==> config.mk <==
export PLATFORM = sky130hd
export DESIGN_NAME = psd_sqrt
export DESIGN_NICKNAME = d
export VERILOG_FILES = /design/src/sv/psd_pkg.sv /design/src/sv/psd_sqrt.sv
export SDC_FILE = /design/constraint.sdc
export NUM_CORES = 2
export LEC_CHECK = 0
export ABC_AREA = 1
export BUFFER_PORTS_ARGS = -buffer_cell sky130_fd_sc_hd__buf_2
export CORE_MARGIN = 2
export CORE_UTILIZATION = 60
export DETAILED_ROUTE_END_ITERATION = 6
export GPL_TIMING_DRIVEN = 0
export PLACE_DENSITY = 0.77
export RECOVER_POWER = 100
export SYNTH_ARGS = -nofsm -noshare
export SYNTH_HDL_FRONTEND = slang
export SYNTH_SLANG_ARGS = --single-unit
==> constraint.sdc <==
create_clock -name clk_i -period 11.2 [get_ports clk_i]
set_input_delay 1.12 -clock clk_i [delete_from_list [all_inputs] [get_ports clk_i]]
set_output_delay 1.12 -clock clk_i [all_outputs]
set_load 0.02 [all_outputs]
==> src/sv/psd_pkg.sv <==
`default_nettype none
package psd_pkg;

  localparam int COORD_W = 24;
  localparam int DIFF_W = COORD_W + 1;
  localparam int PROD_W = 2 * DIFF_W;
  localparam int SUM_W = PROD_W + 1;
  localparam int SQ_W = PROD_W - 1;
  localparam int CLO_W = 25;
  localparam int CHI_W = SQ_W - CLO_W;
  localparam int DIVD_W = 2 * SQ_W;
  localparam int QUO_W = 50;
  localparam int DIST_W = 25;
  localparam int SQRT_RW = DIST_W + 3;
  localparam int IN_DATA_W = 6 * COORD_W;
  localparam int OUT_DATA_W = 32;
  localparam int CASE_W = 2;
  localparam int FRONT_N = 6;
  localparam logic [DIST_W-1:0] DIST_MAX = 25'd23726565;

  typedef enum logic [CASE_W-1:0] {
    CASE_DEGEN    = 2'd0,
    CASE_BEFORE   = 2'd1,
    CASE_BEYOND   = 2'd2,
    CASE_INTERIOR = 2'd3
  } case_e;

endpackage
`default_nettype wire

==> src/sv/psd_sqrt.sv <==
`default_nettype none
module psd_sqrt (
  input  wire                               clk_i,
  input  wire                               rst_ni,
  input  wire                               in_valid_i,
  output logic                              in_ready_o,
  input  wire  [psd_pkg::QUO_W-1:0]         radicand_i,
  input  psd_pkg::case_e                    case_i,
  output logic                              out_valid_o,
  input  wire                               out_ready_i,
  output logic [psd_pkg::DIST_W-1:0]        root_o,
  output psd_pkg::case_e                    case_o
);

  localparam int N = psd_pkg::DIST_W;
  localparam int RW = psd_pkg::SQRT_RW;
  localparam int XW = psd_pkg::QUO_W;

  logic [N:0]         v_q;
  logic [N:0]         en;
  logic [RW-1:0]      r_q  [0:N];
  logic [XW-1:0]      x_q  [0:N];
  logic [N-1:0]       q_q  [0:N];
  psd_pkg::case_e     cs_q [0:N];

  assign en[N] = ~v_q[N] | out_ready_i;
  assign in_ready_o = en[0];
  assign out_valid_o = v_q[N];
  assign root_o = q_q[N];
  assign case_o = cs_q[N];

  always_ff @(posedge clk_i or negedge rst_ni) begin
    if (!rst_ni) begin
      v_q[0] <= 1'b0;
    end else if (en[0]) begin
      v_q[0] <= in_valid_i;
    end
  end

  always_ff @(posedge clk_i) begin
    if (en[0]) begin
      r_q[0]  <= '0;
      x_q[0]  <= radicand_i;
      q_q[0]  <= '0;
      cs_q[0] <= case_i;
    end
  end

  for (genvar s = 1; s <= N; s++) begin : g_stage
    logic [RW-1:0] trial;
    logic [RW-1:0] t;
    logic [RW-1:0] diff;
    logic          take;

    assign en[s-1] = ~v_q[s-1] | en[s];
    assign trial = {r_q[s-1][RW-3:0], x_q[s-1][2*(N-s)+1 -: 2]};
    assign t = {{(RW - N - 2){1'b0}}, q_q[s-1], 2'b01};
    assign diff = trial - t;
    assign take = trial >= t;

    always_ff @(posedge clk_i or negedge rst_ni) begin
      if (!rst_ni) begin
        v_q[s] <= 1'b0;
      end else if (en[s]) begin
        v_q[s] <= v_q[s-1];
      end
    end

    always_ff @(posedge clk_i) begin
      if (en[s]) begin
        r_q[s]  <= take ? diff : trial;
        x_q[s]  <= x_q[s-1];
        q_q[s]  <= {q_q[s-1][N-2:0], take};
        cs_q[s] <= cs_q[s-1];
      end
    end
  end

endmodule
`default_nettype wire

Yosys cells after proc, flatten, opt, wreduce, memory -nomap -nowiden
Memory sizes are Yosys's and may differ from the RTL's.
Cells that the tools add are included.
{ "classes": {"mux": 77, "addsub": 25, "n_lt_le_gt_ge": 25, "bitwise": 52} }
{ "ops": {"columns": ["op", "n"], "rows": [
  ["$ge 28x27->1", 25],
  ["$mux 28", 25],
  ["$sub 28x27->28", 25],
  ["$mux 1", 52],
  ["$not 1->1", 26],
  ["$or 1x1->1", 26]
]} }
{ "word_totals": {"reg_bits": 26, "elab_cells": 209, "ram_bits": 2730, "mem_count": 4} }
{ "mem_list": {"columns": ["memory", "depth", "width", "rd", "rd_ports_with_merged_regs", "wr", "line", "source"], "rows": [
  ["x_q", 26, 50, 25, 0, 26, "psd_sqrt.sv:22", "logic [XW-1:0] x_q [0:N];"],
  ["r_q", 26, 28, 25, 0, 26, "psd_sqrt.sv:21", "logic [RW-1:0] r_q [0:N];"],
  ["q_q", 26, 25, 26, 0, 26, "psd_sqrt.sv:23", "logic [N-1:0] q_q [0:N];"],
  ["cs_q", 26, 2, 26, 0, 26, "psd_sqrt.sv:24", "psd_pkg::case_e cs_q [0:N];"]
]} }

Logic depth before layout (Yosys ltp)
{ "logic_depth": {"word_depth": 29, "ltp_mapped": 19} }

Least setup slack after synthesis
No wires, ideal clock.
{ "synth_path": {"path_type": "input-to-output", "from": "in out_ready_i", "to": "out in_ready_o", "arrival_time_ps": 8823, "path_buffers": 0, "path_stages": 14, "setup_slack_ps": 1257, "cell_sequence": "inv_2 -> nand3_2 -> nor2_4 -> nand4_4 -> nor2_4 -> nand4_4 -> nor2_4 -> nand4_4 -> nor2_4 -> nand4_4 -> nor2_4 -> nand4_4 -> nor2_4 -> nand4_2"} }
{ "synth_via": {"elab_chain_cells": 26} }
{ "synth_lines": {"columns": ["item", "line", "source"], "rows": [
  ["from (decl)", "psd_sqrt.sv:10", "input wire out_ready_i,"],
  ["$or 1x1->1", "psd_sqrt.sv:26", "assign en[N] = ~v_q[N] | out_ready_i;"],
  ["$or 1x1->1", "psd_sqrt.sv:55", "assign en[s-1] = ~v_q[s-1] | en[s];"],
  ["named net en[24]", "psd_sqrt.sv:20", "logic [N:0] en;"],
  ["$or 1x1->1 (4 in a row)", "psd_sqrt.sv:55", null],
  ["named net en[20]", "psd_sqrt.sv:20", null],
  ["$or 1x1->1 (4 in a row)", "psd_sqrt.sv:55", null],
  ["named net en[16]", "psd_sqrt.sv:20", null],
  ["$or 1x1->1 (4 in a row)", "psd_sqrt.sv:55", null],
  ["named net en[12]", "psd_sqrt.sv:20", null],
  ["$or 1x1->1 (4 in a row)", "psd_sqrt.sv:55", null],
  ["named net en[8]", "psd_sqrt.sv:20", null],
  ["$or 1x1->1 (4 in a row)", "psd_sqrt.sv:55", null],
  ["named net en[4]", "psd_sqrt.sv:20", null],
  ["$or 1x1->1 (4 in a row)", "psd_sqrt.sv:55", null],
  ["to (decl)", "psd_sqrt.sv:6", "output logic in_ready_o,"]
]} }
The timed path passes the listed nets, and every way through them passes these cells.

Worst setup path after layout
Ends and elaborated chain as after synthesis.

==> run metrics <==
CP Data Arrival Time 8870 ps; drt initial violations 3502; Total GRT Usage 23.7%; number of synthesized flops with an enable pin 1616; Max Slew Vio Count 1107; Slowest cell on crit path nand4_4; Via Count 46100; fraction of registers with async set/reset 1.58%; flop-to-flop setup slack 1340 ps; post-synthesis instance total between 6000 and 7000; Crit. End Element output pin; DR WL/cell approximately 18 µm; TritonCTS Buffers around 170; Num Clock Sinks approximately 1600; sw power approximately 5.6 mW; Syn. warnings 0; gr ovfl total 0; first-pass GRT wire length 238 mm; M3 GR Usage 3.33%; Clk network pwr share between 20% and 30%; #FFs+latches synth approximately 1600; Layout Utilization 66.3%; Hold Crit Class reg2reg; slowest cell delay on critical path 750 ps; Placement Rows 130; ys flop type edfxtp_1; max_cap viols 23; vias per cell 5.49; Hold-fix buffers, CTS 0; Seq/Total Area, Yosys around 65%; met1 usage 31.3%; postcts setup bufs 0; CP cell instances buf_2, inv_1, nand3_4, nor2_4, nand4_4, nor2_4, nand4_4, nor2_4, nand4_4, nor2_4, nand4_4, buf_12, nor2_4, nand4_4, nor2_4, nand4_4, clkbuf_1; final hold violations 0; WS Path Type in2out; Synth Net Count around 6800; pwr/cell area 225 nW/µm²; combinational share of power 19.6%; failing checks capacitance limit, slew limit; Distinct cells, synth 85; clock transition at the registers of the reported paths 60 ps; final antenna-violating net count 0; status finished with violations; crit path max fanout 56; Max Fclk approximately 0.10 GHz; Die W 359 µm; antenna violations before repair 1; worst skew pair latency ~800 ps; grt peak-use layer met2; area grow syn2layout 10.0%; clock tree from TritonCTS built; # nets final 7024; Sw Ratio between 30% and 40%; largest net degree at the start of global routing 76; area of the mapped netlist 75500 µm²; DP Area 78300 µm²; Worst Skew 34.9 ps; GPL Wtd Cong 0.912; Post-Place Cells between 8000 and 9000; Max-Slew Margin vs Limit -109%; Max rail drop VDD 0.184 mV; CTS Root Cell clkbuf_16; Leakage Power between 30 and 40 nW; DRC 0; Tcrit/Tclk final 89.2%; Mean Syn Cell Area 11.9 µm²; Final Critical Period roughly 10000 ps; Hold WS 400 ps; Pre-Repair DR Iteration Count 6; measured slew at the worst slew-check pin 3120 ps; share of cells above drive strength 1 slightly below 6%; IO Port Bufs 84; I/O pins 85; Die Y 359 µm; Worst Path Buf+Inv 4; endpoints failing setup 0; RSZ-0062 raised after global routing no; Flop pwr share 50.9%; Power Internal 13.1 mW; fin cells approximately 8400; CP Launch Type primary input; n_diodes 0; dpl hpwl between 100 and 150 mm; Filler Cells Inserted 9128; met2 Use GR 40.9%; Design Area, Final 83000 µm²; vias in the first global route about 45000; WL final 152 mm; core area approximately 130000 µm²; H-tree depth 4; Longest Clk Path Bufs 3; CP required 10080 ps; Starting Density 60.3%; delay-heaviest family, CP simple AND/OR/NAND/NOR gates; die area between 100000 and 150000 µm²
[logic make-up (layout without fill, tap and decap cells)]
| logic type | Yosys count | after routing | synth area share, % |
|---|---|---|---|
| buffers and inverters | 953 | 1355 | 4.85 |
| xor gates and xnor gates | 442 | 442 | 5.13 |
| and+or+nand+nor | 1928 | 1932 | 11.2 |
| muxes | 2 | 2 | 0.0298 |
| adders and majority gates | 352 | 352 | 5.83 |
| AOI/OAI and AO/OA | 1028 | 1028 | 7.78 |
| other | 1 | 1 | 0.00497 |
| DFF | 1642 | 1642 | 65.1 |
[layout make-up]
| type | instances | area [µm²] | area share [%] |
|---|---|---|---|
| inverter | 892 | 3350 | 4.04 |
| clock inverter | 101 | 1160 | 1.40 |
| timing repair buffer | 97 | 454 | 0.547 |
| multi-input combinational | 3757 | 22300 | 26.8 |
| clock buffer | 204 | 4340 | 5.22 |
| tap | 1650 | 2060 | 2.49 |
| buffer | 61 | 244 | 0.294 |
| sequential | 1642 | 49200 | 59.2 |
[worst paths after layout]
kind,to,startpoint,depth (start not counted)
min in group asynchronous,v_q[1]$_DFFE_PN0P_,rst_ni,1
worst max register to register,x_q[0][452]$_DFFE_PP_,out_valid_o$_DFFE_PN0P_,12
worst min register to register,x_q[0][524]$_DFFE_PP_,x_q[0][474]$_DFFE_PP_,0
worst max-delay path,in_ready_o,out_ready_i,17
worst min-delay path,x_q[0][524]$_DFFE_PP_,x_q[0][474]$_DFFE_PP_,0
max in group asynchronous,v_q[16]$_DFFE_PN0P_,rst_ni,1
[timing repair]
item | in CTS | in global routing
pin swaps | 2 | 1
endpoints found under the setup margin | 1 | 1
cloned | 3 | 1
resized for setup | 0 | 0
[Yosys cell counts (22+ instances only)]
| cell | n | share of area [%] |
|---|---|---|
| a31oi_1 | 39 | 0.32 |
| or2_2 | 37 | 0.31 |
| nor3_1 | 97 | 0.64 |
| xnor2_1 | 203 | 2.4 |
| o21a_1 | 29 | 0.29 |
| edfxtp_1 | 1616 | 64 |
| xor2_1 | 239 | 2.8 |
| nor2_1 | 487 | 2.4 |
| o211ai_1 | 22 | 0.22 |
| ha_1 | 352 | 5.8 |
| dfrtp_1 | 26 | 0.86 |
| o21ai_0 | 392 | 2.6 |
| nand3_1 | 113 | 0.75 |
| buf_2 | 27 | 0.18 |
| o21ai_1 | 28 | 0.19 |
| inv_1 | 872 | 4.3 |
| nand4_1 | 65 | 0.54 |
| a21oi_1 | 382 | 2.5 |
| nand2_1 | 980 | 4.9 |
| nor4_1 | 51 | 0.42 |
[power groups by stage]
stage	registers, mW	clock network [mW]	logic [mW]
2_1_floorplan	9.22	0	2.86
3_3_place_gp	9.57	0	3.60
3_5_place_dp	9.58	0	3.71
4_1_cts	9.48	5.63	3.76
5_1_grt	9.65	5.87	4.16
6_report	9.51	5.52	3.67
[cells in the final DEF, fill, tap and decap left out, drive strengths merged, types with 15 or more instances in the layout]
cell type,instances
edfxtp,1616
nand2,993
inv,894
nor2,513
o21ai,442
a21oi,383
ha,352
clkbuf,303
xor2,239
xnor2,203
nand3,128
nor3,106
nand4,79
clkinv,70
buf,59
nor4,52
a31oi,39
or2,39
o21a,29
dfrtp,26
o211ai,25
a211oi,16
bufinv,15
[per-stage QoR]
stage / setup slack, ps / total power [mW] / setup TNS [ps]
after floorplan: 1260 / 12.1 / 0
after global placement: -2070 / 13.2 / -530800
after detailed placement: -938 / 13.3 / -22250
after CTS: 290 / 18.9 / 0
after global routing: 153 / 19.7 / 0
final: 1210 / 18.7 / 0
[registers in the layout, summed over array words and instances, names as in the netlist]
signal,count
x_q,650
v_q,25
r_q,589
out_valid_o,1
q_q,325
cs_q,52
[routing by layer]
metal	vias up	routed length [µm]	part of all wire [%]
li1	22700	-	-
met1	21900	65300	43
met2	1220	75500	50
met3	282	6980	4.6
met4	2	4070	2.7
met5	-	13	0.0086
No activity file was read; power rests on OpenSTA's default activity.
